## src/design/fixed_block_free_list_allocator_assert.svh

```systemverilog
// ----------------------------------------------------------------------------
// fixed_block_free_list_allocator_assert.svh
// Assertion macros shared by the free-list allocator
// ----------------------------------------------------------------------------
`ifndef FIXED_BLOCK_FREE_LIST_ALLOCATOR_ASSERT_SVH
`define FIXED_BLOCK_FREE_LIST_ALLOCATOR_ASSERT_SVH

// same-cycle implication, checked outside reset
`define FBFLA_ASSERT_IMPL(label, ante, cons) \
  label: assert property (@(posedge clk) disable iff (!rst_n) (ante) |-> (cons)) \
    else $error("fbfla same-cycle check failed");

// next-cycle implication, checked outside reset
`define FBFLA_ASSERT_NEXT(label, ante, cons) \
  label: assert property (@(posedge clk) disable iff (!rst_n) (ante) |=> (cons)) \
    else $error("fbfla next-cycle check failed");

`endif

```

## src/design/fbfla_pkg.sv

```systemverilog
// ----------------------------------------------------------------------------
// fbfla_pkg
// Types and constants of the fixed-block free-list allocator
// ----------------------------------------------------------------------------
package fbfla_pkg;

  // field widths
  localparam int KIND_W     = 2;
  localparam int REL_W      = 4;
  localparam int STATUS_W   = 2;
  localparam int GIDX_W     = 4;
  localparam int ADDR_W     = 32;
  localparam int FREE_W     = 5;
  localparam int COUNT_W    = 5;
  localparam int BYTES_W    = 9;
  localparam int CFG_IDX_W  = 2;
  localparam int CFG_DATA_W = 32;

  // register reset values
  localparam logic [COUNT_W-1:0] COUNT_RST = 5'd10;
  localparam logic [BYTES_W-1:0] BYTES_RST = 9'd12;
  localparam logic [ADDR_W-1:0]  BASE_RST  = 32'd0;

  // operation codes
  typedef enum logic [KIND_W-1:0] {
    KIND_ALLOC = 2'd0,
    KIND_FREE  = 2'd1,
    KIND_INIT  = 2'd2
  } kind_t;

  // result status codes
  typedef enum logic [STATUS_W-1:0] {
    ST_OK      = 2'd0,
    ST_EMPTY   = 2'd1,
    ST_NULL    = 2'd2,
    ST_INVALID = 2'd3
  } status_t;

  // configuration register indexes
  typedef enum logic [CFG_IDX_W-1:0] {
    CFG_POOL_SIZE    = 2'd0,
    CFG_BLOCK_BYTES  = 2'd1,
    CFG_BASE_ADDRESS = 2'd2
  } cfg_idx_t;

  // controller to datapath commands
  typedef struct packed {
    logic accept;
    logic init_step;
    logic alloc_pop;
    logic hold_load;
    logic out_load;
    logic out_sel_hold;
  } ctrl_cmd_t;

  // datapath to controller status
  typedef struct packed {
    logic alloc_go;
    logic init_go;
    logic init_last;
  } dp_sts_t;

endpackage

```

## src/design/fbfla_ram.sv

```systemverilog
// ----------------------------------------------------------------------------
// fbfla_ram
// Generic single-write, single-read RAM with registered read data
// ----------------------------------------------------------------------------
module fbfla_ram #(
  parameter int WIDTH = 4,
  parameter int DEPTH = 16
) (
  input  logic                     clk,
  input  logic                     wr_en,
  input  logic [$clog2(DEPTH)-1:0] wr_addr,
  input  logic [WIDTH-1:0]         wr_data,
  input  logic                     rd_en,
  input  logic [$clog2(DEPTH)-1:0] rd_addr,
  output logic [WIDTH-1:0]         rd_data
);

  logic [WIDTH-1:0] mem [DEPTH];
  logic [WIDTH-1:0] rd_data_r;

  // write port
  always_ff @(posedge clk) begin
    if (wr_en) begin
      mem[wr_addr] <= wr_data;
    end
  end

  // registered read port
  always_ff @(posedge clk) begin
    if (rd_en) begin
      rd_data_r <= mem[rd_addr];
    end
  end

  assign rd_data = rd_data_r;

endmodule

```

## src/design/fbfla_ctrl.sv

```systemverilog
// ----------------------------------------------------------------------------
// fbfla_ctrl
// Controller state machine of the free-list allocator
// ----------------------------------------------------------------------------
module fbfla_ctrl
  import fbfla_pkg::*;
(
  input  logic       clk,
  input  logic       rst_n,
  input  logic       in_valid,
  output logic       in_stall,
  output logic       out_valid,
  input  logic       out_stall,
  input  dp_sts_t    sts,
  output ctrl_cmd_t  cmd
);

  typedef enum logic [3:0] {
    S_IDLE  = 4'b0001,
    S_INIT  = 4'b0010,
    S_ALLOC = 4'b0100,
    S_HOLD  = 4'b1000
  } state_t;

  state_t state_r, state_nxt;
  logic   out_valid_r, out_valid_nxt;
  logic   out_free;
  logic   done;

  // output register can take a result this cycle
  assign out_free = !out_valid_r || !out_stall;

  // next state and commands
  always_comb begin
    state_nxt = state_r;
    cmd       = '0;
    done      = 1'b0;
    unique case (state_r)
      S_IDLE: begin
        if (in_valid) begin
          cmd.accept = 1'b1;
          if (sts.alloc_go) begin
            state_nxt = S_ALLOC;
          end else if (sts.init_go) begin
            state_nxt = S_INIT;
          end else begin
            done = 1'b1;
          end
        end
      end
      S_INIT: begin
        cmd.init_step = 1'b1;
        if (sts.init_last) begin
          done = 1'b1;
        end
      end
      S_ALLOC: begin
        cmd.alloc_pop = 1'b1;
        done          = 1'b1;
      end
      S_HOLD: begin
        if (out_free) begin
          cmd.out_load     = 1'b1;
          cmd.out_sel_hold = 1'b1;
          state_nxt        = S_IDLE;
        end
      end
      default: begin
        state_nxt = S_IDLE;
      end
    endcase
    // finished result goes to output or to the hold stage
    if (done) begin
      if (out_free) begin
        cmd.out_load = 1'b1;
        state_nxt    = S_IDLE;
      end else begin
        cmd.hold_load = 1'b1;
        state_nxt     = S_HOLD;
      end
    end
  end

  // output valid tracking
  always_comb begin
    out_valid_nxt = out_valid_r;
    if (cmd.out_load) begin
      out_valid_nxt = 1'b1;
    end else if (!out_stall) begin
      out_valid_nxt = 1'b0;
    end
  end

  // control registers
  always_ff @(posedge clk) begin
    if (!rst_n) begin
      state_r     <= S_IDLE;
      out_valid_r <= 1'b0;
    end else begin
      state_r     <= state_nxt;
      out_valid_r <= out_valid_nxt;
    end
  end

  assign in_stall  = (state_r != S_IDLE);
  assign out_valid = out_valid_r;

endmodule

```

## src/design/fbfla_dp.sv

```systemverilog
// ----------------------------------------------------------------------------
// fbfla_dp
// Datapath of the free-list allocator: registers, link RAM, result stages
// ----------------------------------------------------------------------------
module fbfla_dp
  import fbfla_pkg::*;
#(
  parameter int POOL_BLOCKS = 16
) (
  input  logic                  clk,
  input  logic                  rst_n,
  input  logic                  cfg_wr_en,
  input  logic [CFG_IDX_W-1:0]  cfg_index,
  input  logic [CFG_DATA_W-1:0] cfg_wr_data,
  input  logic [KIND_W-1:0]     in_kind,
  input  logic [REL_W-1:0]      in_release_index,
  input  logic                  in_release_null,
  input  ctrl_cmd_t             cmd,
  output dp_sts_t               sts,
  output logic [STATUS_W-1:0]   out_status,
  output logic [GIDX_W-1:0]     out_granted_index,
  output logic [ADDR_W-1:0]     out_granted_address,
  output logic [FREE_W-1:0]     out_blocks_free
);

  localparam int IDX_W = $clog2(POOL_BLOCKS);
  localparam int CW    = ((IDX_W > FREE_W) ? IDX_W : FREE_W) + 1;
  localparam int PW    = IDX_W + BYTES_W;

  // configuration registers
  logic [COUNT_W-1:0] pool_size_r;
  logic [BYTES_W-1:0] block_bytes_r;
  logic [ADDR_W-1:0]  base_address_r;

  // free list state
  logic [IDX_W-1:0]  head_r, head_nxt;
  logic [FREE_W-1:0] free_total_r, free_nxt;
  logic [IDX_W-1:0]  cnt_r, cnt_nxt;
  logic [FREE_W-1:0] ninit_r, ninit_nxt;

  // link RAM ports
  logic             wr_en, rd_en;
  logic [IDX_W-1:0] wr_addr, rd_addr;
  logic [IDX_W-1:0] wr_data, rd_data;

  // result of the current cycle and the hold stage
  status_t           res_status, hold_status_r;
  logic [GIDX_W-1:0] res_gidx, hold_gidx_r;
  logic [ADDR_W-1:0] res_addr, hold_addr_r;
  logic [FREE_W-1:0] hold_free_r;

  // output register
  logic [STATUS_W-1:0] out_status_r;
  logic [GIDX_W-1:0]   out_gidx_r;
  logic [ADDR_W-1:0]   out_addr_r;
  logic [FREE_W-1:0]   out_free_r;

  kind_t             kind;
  logic [FREE_W-1:0] n_now;
  logic [IDX_W-1:0]  rel_idx;
  logic              free_ok;
  logic              init_last;
  logic [PW-1:0]     prod;

  // configuration writes
  always_ff @(posedge clk) begin
    if (!rst_n) begin
      pool_size_r    <= COUNT_RST;
      block_bytes_r  <= BYTES_RST;
      base_address_r <= BASE_RST;
    end else if (cfg_wr_en) begin
      unique case (cfg_idx_t'(cfg_index))
        CFG_POOL_SIZE:    pool_size_r    <= cfg_wr_data[COUNT_W-1:0];
        CFG_BLOCK_BYTES:  block_bytes_r  <= cfg_wr_data[BYTES_W-1:0];
        CFG_BASE_ADDRESS: base_address_r <= cfg_wr_data[ADDR_W-1:0];
        default: ;
      endcase
    end
  end

  // blocks in use: configured pool size clamped to POOL_BLOCKS
  always_comb begin
    if (CW'(pool_size_r) > CW'(POOL_BLOCKS)) begin
      n_now = FREE_W'(POOL_BLOCKS);
    end else begin
      n_now = pool_size_r;
    end
  end

  assign kind      = kind_t'(in_kind);
  assign rel_idx   = IDX_W'(CW'(in_release_index));
  assign free_ok   = (FREE_W'(in_release_index) < n_now) && (free_total_r < n_now);
  assign init_last = ((CW'(cnt_r) + CW'(1)) == CW'(ninit_r));
  assign prod      = PW'(head_r) * PW'(block_bytes_r);

  // status to the controller
  assign sts.alloc_go  = (kind == KIND_ALLOC) && (free_total_r != '0);
  assign sts.init_go   = (kind == KIND_INIT) && (n_now != '0);
  assign sts.init_last = init_last;

  // free list update, link RAM access and result
  always_comb begin
    head_nxt   = head_r;
    free_nxt   = free_total_r;
    cnt_nxt    = cnt_r;
    ninit_nxt  = ninit_r;
    wr_en      = 1'b0;
    wr_addr    = rel_idx;
    wr_data    = head_r;
    rd_en      = 1'b0;
    rd_addr    = head_r;
    res_status = ST_OK;
    res_gidx   = '0;
    res_addr   = '0;
    if (cmd.accept) begin
      case (kind)
        KIND_ALLOC: begin
          if (free_total_r == '0) begin
            res_status = ST_EMPTY;
          end else begin
            rd_en = 1'b1;
          end
        end
        KIND_FREE: begin
          if (in_release_null) begin
            res_status = ST_NULL;
          end else if (!free_ok) begin
            res_status = ST_INVALID;
          end else begin
            wr_en    = 1'b1;
            head_nxt = rel_idx;
            free_nxt = free_total_r + FREE_W'(1);
          end
        end
        KIND_INIT: begin
          head_nxt  = '0;
          free_nxt  = n_now;
          ninit_nxt = n_now;
          cnt_nxt   = '0;
        end
        default: ;
      endcase
    end
    // one link written per cycle during the init walk
    if (cmd.init_step) begin
      wr_en   = 1'b1;
      wr_addr = cnt_r;
      wr_data = init_last ? '0 : (cnt_r + IDX_W'(1));
      cnt_nxt = cnt_r + IDX_W'(1);
    end
    // pop the head once its link has been read
    if (cmd.alloc_pop) begin
      head_nxt = rd_data;
      free_nxt = free_total_r - FREE_W'(1);
      res_gidx = GIDX_W'(CW'(head_r));
      res_addr = base_address_r + ADDR_W'(prod);
    end
  end

  // free list registers
  always_ff @(posedge clk) begin
    if (!rst_n) begin
      head_r       <= '0;
      free_total_r <= '0;
    end else begin
      head_r       <= head_nxt;
      free_total_r <= free_nxt;
    end
  end

  // init walk counters
  always_ff @(posedge clk) begin
    cnt_r   <= cnt_nxt;
    ninit_r <= ninit_nxt;
  end

  // hold stage for a result that meets a stalled output
  always_ff @(posedge clk) begin
    if (cmd.hold_load) begin
      hold_status_r <= res_status;
      hold_gidx_r   <= res_gidx;
      hold_addr_r   <= res_addr;
      hold_free_r   <= free_nxt;
    end
  end

  // output register
  always_ff @(posedge clk) begin
    if (cmd.out_load) begin
      if (cmd.out_sel_hold) begin
        out_status_r <= hold_status_r;
        out_gidx_r   <= hold_gidx_r;
        out_addr_r   <= hold_addr_r;
        out_free_r   <= hold_free_r;
      end else begin
        out_status_r <= res_status;
        out_gidx_r   <= res_gidx;
        out_addr_r   <= res_addr;
        out_free_r   <= free_nxt;
      end
    end
  end

  assign out_status          = out_status_r;
  assign out_granted_index   = out_gidx_r;
  assign out_granted_address = out_addr_r;
  assign out_blocks_free     = out_free_r;

  // link store
  fbfla_ram #(
    .WIDTH (IDX_W),
    .DEPTH (POOL_BLOCKS)
  ) u_link_ram (
    .clk     (clk),
    .wr_en   (wr_en),
    .wr_addr (wr_addr),
    .wr_data (wr_data),
    .rd_en   (rd_en),
    .rd_addr (rd_addr),
    .rd_data (rd_data)
  );

endmodule

```

## src/design/fixed_block_free_list_allocator.sv

```systemverilog
// ----------------------------------------------------------------------------
// fixed_block_free_list_allocator
// Fixed-size block pool allocator kept as a last-in first-out free list
// ----------------------------------------------------------------------------
// Input channel (in_valid / in_stall) carries one operation per transfer:
// allocate, free or initialize. Every operation returns exactly one result
// on the output channel (out_valid / out_stall) with status, granted block
// index and byte address, and the free count after the operation.
// Free, rejected or null free, and allocate on an empty pool finish in
// the accepting cycle. An allocate with a free block reads the link RAM
// first, then pops the head. Initialize walks the blocks in use, one link
// written per cycle, and finishes in the accepting cycle when the clamped
// count in use is zero. Throughput is one free per cycle while the output
// is not stalled; an allocate with a free block holds off the next operation
// until its head pop, as the link RAM has one registered read port.
// A result that meets a stalled output waits in a one-entry hold stage, and
// in_stall stays high until it moves to the output register.
// Reset clears the free list to an empty pool (an initialize is needed
// first) and loads the configuration registers with their defaults. The
// link RAM is not cleared; only links written by initialize or free are read.
// Configuration writes are taken at any time but must only be issued idle.
// ----------------------------------------------------------------------------
`include "fixed_block_free_list_allocator_assert.svh"

module fixed_block_free_list_allocator
  import fbfla_pkg::*;
#(
  parameter int POOL_BLOCKS = 16
) (
  input  logic                  clk,
  input  logic                  rst_n,
  input  logic                  cfg_wr_en,
  input  logic [CFG_IDX_W-1:0]  cfg_index,
  input  logic [CFG_DATA_W-1:0] cfg_wr_data,
  input  logic                  in_valid,
  output logic                  in_stall,
  input  logic [KIND_W-1:0]     in_kind,
  input  logic [REL_W-1:0]      in_release_index,
  input  logic                  in_release_null,
  output logic                  out_valid,
  input  logic                  out_stall,
  output logic [STATUS_W-1:0]   out_status,
  output logic [GIDX_W-1:0]     out_granted_index,
  output logic [ADDR_W-1:0]     out_granted_address,
  output logic [FREE_W-1:0]     out_blocks_free
);

  ctrl_cmd_t cmd;
  dp_sts_t   dp_sts;

  // terms used by the checks below
  logic empty_result;
  logic error_result;
  logic no_grant;
  logic alloc_pop_xfer;

  // controller
  fbfla_ctrl u_ctrl (
    .clk       (clk),
    .rst_n     (rst_n),
    .in_valid  (in_valid),
    .in_stall  (in_stall),
    .out_valid (out_valid),
    .out_stall (out_stall),
    .sts       (dp_sts),
    .cmd       (cmd)
  );

  // datapath
  fbfla_dp #(
    .POOL_BLOCKS (POOL_BLOCKS)
  ) u_dp (
    .clk                 (clk),
    .rst_n               (rst_n),
    .cfg_wr_en           (cfg_wr_en),
    .cfg_index           (cfg_index),
    .cfg_wr_data         (cfg_wr_data),
    .in_kind             (in_kind),
    .in_release_index    (in_release_index),
    .in_release_null     (in_release_null),
    .cmd                 (cmd),
    .sts                 (dp_sts),
    .out_status          (out_status),
    .out_granted_index   (out_granted_index),
    .out_granted_address (out_granted_address),
    .out_blocks_free     (out_blocks_free)
  );

  assign empty_result   = out_valid && (out_status == ST_EMPTY);
  assign error_result   = out_valid && (out_status != ST_OK);
  assign no_grant       = (out_granted_index == '0) && (out_granted_address == '0);
  assign alloc_pop_xfer = in_valid && !in_stall && (in_kind == KIND_ALLOC) && dp_sts.alloc_go;

  // empty pool reports no free blocks
  `FBFLA_ASSERT_IMPL(a_empty_has_none, empty_result, out_blocks_free == '0)

  // only a successful allocate grants a block
  `FBFLA_ASSERT_IMPL(a_no_grant_on_error, error_result, no_grant)

  // an allocate that pops stalls the input while the link is read
  `FBFLA_ASSERT_NEXT(a_alloc_second_cycle, alloc_pop_xfer, in_stall)

endmodule
```

## config.mk

```make
export PLATFORM = sky130hd
export DESIGN_NAME = fixed_block_free_list_allocator
export DESIGN_NICKNAME = d
export VERILOG_FILES = /design/src/design/fbfla_pkg.sv /design/src/design/fbfla_ram.sv /design/src/design/fbfla_ctrl.sv /design/src/design/fbfla_dp.sv /design/src/design/fixed_block_free_list_allocator.sv
export VERILOG_INCLUDE_DIRS = /design/src /design/src/design
export SDC_FILE = /design/constraint.sdc
export NUM_CORES = 1
export LEC_CHECK = 0
export ABC_AREA = 1
export ABC_CLOCK_PERIOD_IN_PS = 3800
export BUFFER_PORTS_ARGS = -buffer_cell sky130_fd_sc_hd__buf_2
export CORE_ASPECT_RATIO = 1.4
export CORE_UTILIZATION = 55
export DETAILED_ROUTE_END_ITERATION = 6
export PLACE_DENSITY = 0.76
export SYNTH_ARGS = -nofsm -noshare
export SYNTH_HDL_FRONTEND = slang
export SYNTH_HIERARCHICAL = 1
export SYNTH_SLANG_ARGS = --single-unit
```

## constraint.sdc

```tcl
create_clock -name clk -period 3.8 [get_ports clk]
set_input_delay 0.38 -clock clk [delete_from_list [all_inputs] [get_ports clk]]
set_output_delay 0.38 -clock clk [all_outputs]
set_load 0.03 [all_outputs]
```

==> results.toml <==
[outcome]
status = "finished clean"

[yosys]
ys_ff_latch = 223
ys.flop_type = "edfxtp_1"
synth_warnings = 6
synth_cell_type_count = 44
syn_inst = 1426
synth_top_area_cell = "edfxtp_1"
synthArstFlopShare = 0
synth.most_common_cell = "nand2_1"
synth_area_leaders = "edfxtp_1, nand2_1, dfxtp_1"
synth-seq-area-share = 0.5024
synth_top_area_frac = 0.4034
synth-edff-count = 163
syn_nets = 1532
avgSynthCellArea_um2 = 8.509
netlist_area_um2 = 12130
synthTopCellsByCount = "nand2_1, inv_1, edfxtp_1"

[clock_tree]
cts_sinks = 223
clockBufferDepth = 3
hold_buffers = 0
clkLatencyLatePin_ns = 0.50
cts_max_level = 1
cts_root_buf = "clkbuf_16"
path_clk_slew_ns = 0.06
numCtsBuffers = 22
tritoncts = "built"

[floorplan]
rows = 63
die_x_um = 127.5
die-area_um2 = 22670
core_area_um2 = 21440
die_h_um = 177.7
start_util = 0.5659
io_pins = 91

[global_routing]
grt_usage = 0.2714
gr-total-overflow = 0
grt_start_max_net_pins = 61
grt-busiest-layer = "met2"
globalRouteMet2Util = 0.4950
grt_use_met3 = 0.02532
grt.met1_usage = 0.3370
antenna_found_initial = 0
grt_pass1_vias = 9584
grt_pass1_wl_um = 47800

[sta]
max_slew_margin = 0.3554
finClkSkew_ns = 0.01754
fmaxAchievable_ghz = 0.2643
tns_ns = 0
timing.final.crit_share = 0.9955
finalSetupViolCount = 0
final_max_slew_viol_count = 0
finalCriticalPeriod_ns = 3.783
worstMarginPinSlew_ns = 0.9659
finalHoldViolations = 0
rsz0062_at_grt = "yes"

[power_and_ir_drop]
power.leakage_nw = 6.593
peakVddDrop_uv = 367.9
total_power_mw = 6.608
p_per_area_nw_per_um2 = 465.3

[worst_setup_path]
ff2ff_setup_slack_ns = 0.02
path_max_fanout = 8
end_kind = "flip-flop"
arrival_ns = 4.00
startpoint_type = "flip-flop"
critical_path_class = "reg -> reg"
cp.required_ns = 4.02

[routing]
drt-total-wl_um = 30540
wl_per_cell_um = 16.49
drt_iter0_markers = 742
vias = 9876
viasPerCell = 5.333
final_antenna_net_count = 0
drc = 0
firstDrtPassIters = 5

[cells_and_area]
finalNetCount = 1650
synthToLayoutAreaGrowth_pct = 17.05
antenna_cells = 0
drive_gt1_frac = 0.1987
fin_util = 0.6625

[job]
maxCapViolCount = 0

[placement]
finalWeightedCongestion = 0.9875
port_buffers = 90
dpl.hpwl_um = 21110

[min_path]
hold_class = "in -> reg"
[metrics by stage]
stage               hold WS, ns  instances  cell area (um2)  setup slack (ns)
floorplan                0.4449       1426            12160          0.003835
global placement         0.4737       1804            13060          -0.09413
detailed placement       0.4770       1804            13060           -0.2407
CTS                      0.1142       1845            13870          0.006719
global route             0.1132       1852            14200           -0.1237
finish                   0.1245       1852            14200           0.01696
[routing by layer]
layer	share of wire	wire [um]
met4	0.025	757
met1	0.40	12160
met3	0.058	1758
met5	0	0
met2	0.52	15870
[kinds of logic after synthesis]
group                    share of synthesized area
AO/OA/AOI/OAI                              0.07280
XOR/XNOR                                   0.01083
adder cells (fa/ha/maj)                    0.07672
buffers and inverters                      0.09517
flip-flops                                  0.5024
AND/OR/NAND/NOR                             0.2421
[flip-flops by register name (all words and copies together) (netlist names)]
| signal | cells |
|---|---|
| u_dp/u_link_ram/mem | 64 |
| u_dp/base_address_r | 32 |
| u_dp/hold_addr_r | 32 |
| u_dp/out_granted_address | 32 |
| u_dp/block_bytes_r | 9 |
| u_dp/free_total_r | 5 |
| u_dp/hold_free_r | 5 |
| u_dp/ninit_r | 5 |
| u_dp/out_blocks_free | 5 |
| u_dp/pool_size_r | 5 |
| u_ctrl/state_r | 4 |
| u_dp/cnt_r | 4 |
| u_dp/head_r | 4 |
| u_dp/hold_gidx_r | 4 |
| u_dp/out_granted_index | 4 |
| u_dp/u_link_ram/rd_data | 4 |
| u_dp/hold_status_r | 2 |
| u_dp/out_status | 2 |
| u_ctrl/out_valid | 1 |
[cells in the final DEF (no fill, tap or decap), types with 8 or more instances in the layout]
| master | count |
|---|---|
| a21oi_1 | 56 |
| buf_2 | 90 |
| buf_4 | 47 |
| clkbuf_16 | 23 |
| dfxtp_1 | 53 |
| edfxtp_1 | 163 |
| fa_1 | 22 |
| ha_1 | 28 |
| ha_4 | 8 |
| inv_1 | 216 |
| inv_2 | 16 |
| nand2_1 | 363 |
| nand2_2 | 29 |
| nand2_4 | 10 |
| nand3_1 | 104 |
| nand3_2 | 14 |
| nand4_1 | 8 |
| nor2_1 | 107 |
| nor2_2 | 14 |
| nor3_2 | 8 |
| o21ai_0 | 67 |
| o21ai_1 | 8 |
| xnor2_1 | 8 |
[timing repair]
| action | 4_1_cts | 5_1_grt |
|---|---|---|
| resized for setup | 18 | 81 |
| setup endpoints to repair | 35 | 42 |
| pin swaps | 2 | 54 |
| buffers inserted | 1 | 6 |
| cloned | 0 | 1 |
[area by class of cell]
| cell class | instances | area (um2) |
|---|---|---|
| inverter | 239 | 907.1 |
| fill | 1783 | 7237 |
| clock buffer | 28 | 594.3 |
| timing repair buffer | 139 | 825.8 |
| clock inverter | 12 | 121.4 |
| tap | 292 | 365.4 |
| multi-input combinational | 919 | 5278 |
| sequential | 223 | 6112 |
[critical path, stage by stage, from the launching register on]
cell      delay (ns)
dfxtp_4         0.42
nand2_2         0.07
inv_2           0.05
fa_2            0.43
fa_1            0.49
inv_1           0.06
fa_1            0.52
inv_2           0.05
ha_4            0.24
a21oi_2         0.23
buf_4           0.16
o21ai_4         0.06
buf_4           0.14
a21o_1          0.17
buf_4           0.14
nor2_1          0.06
nand3b_1        0.13
o21ai_0         0.10
[power breakdown]
group	internal, mW	leakage, nW	total, mW	switching (mW)
Sequential	2.88	2.06	3.01	0.126
Combinational	0.425	4.19	1.44	1.01
Clock	1.25	0.342	2.16	0.911
[worst paths after layout]
check | to | depth (start not counted) | start
setup / recovery | u_dp/out_granted_address[10]$_DFFE_PP_ | 17 | u_dp/head_r[3]$_SDFFE_PN0P_
setup reg to reg | u_dp/out_granted_address[10]$_DFFE_PP_ | 17 | u_dp/head_r[3]$_SDFFE_PN0P_
hold reg to reg | u_dp/base_address_r[28]$_SDFFE_PN0P_ | 2 | u_dp/base_address_r[28]$_SDFFE_PN0P_
hold / removal | u_dp/block_bytes_r[5]$_SDFFE_PN0P_ | 3 | cfg_wr_data[5]
Power figures use the tool's default switching activity.
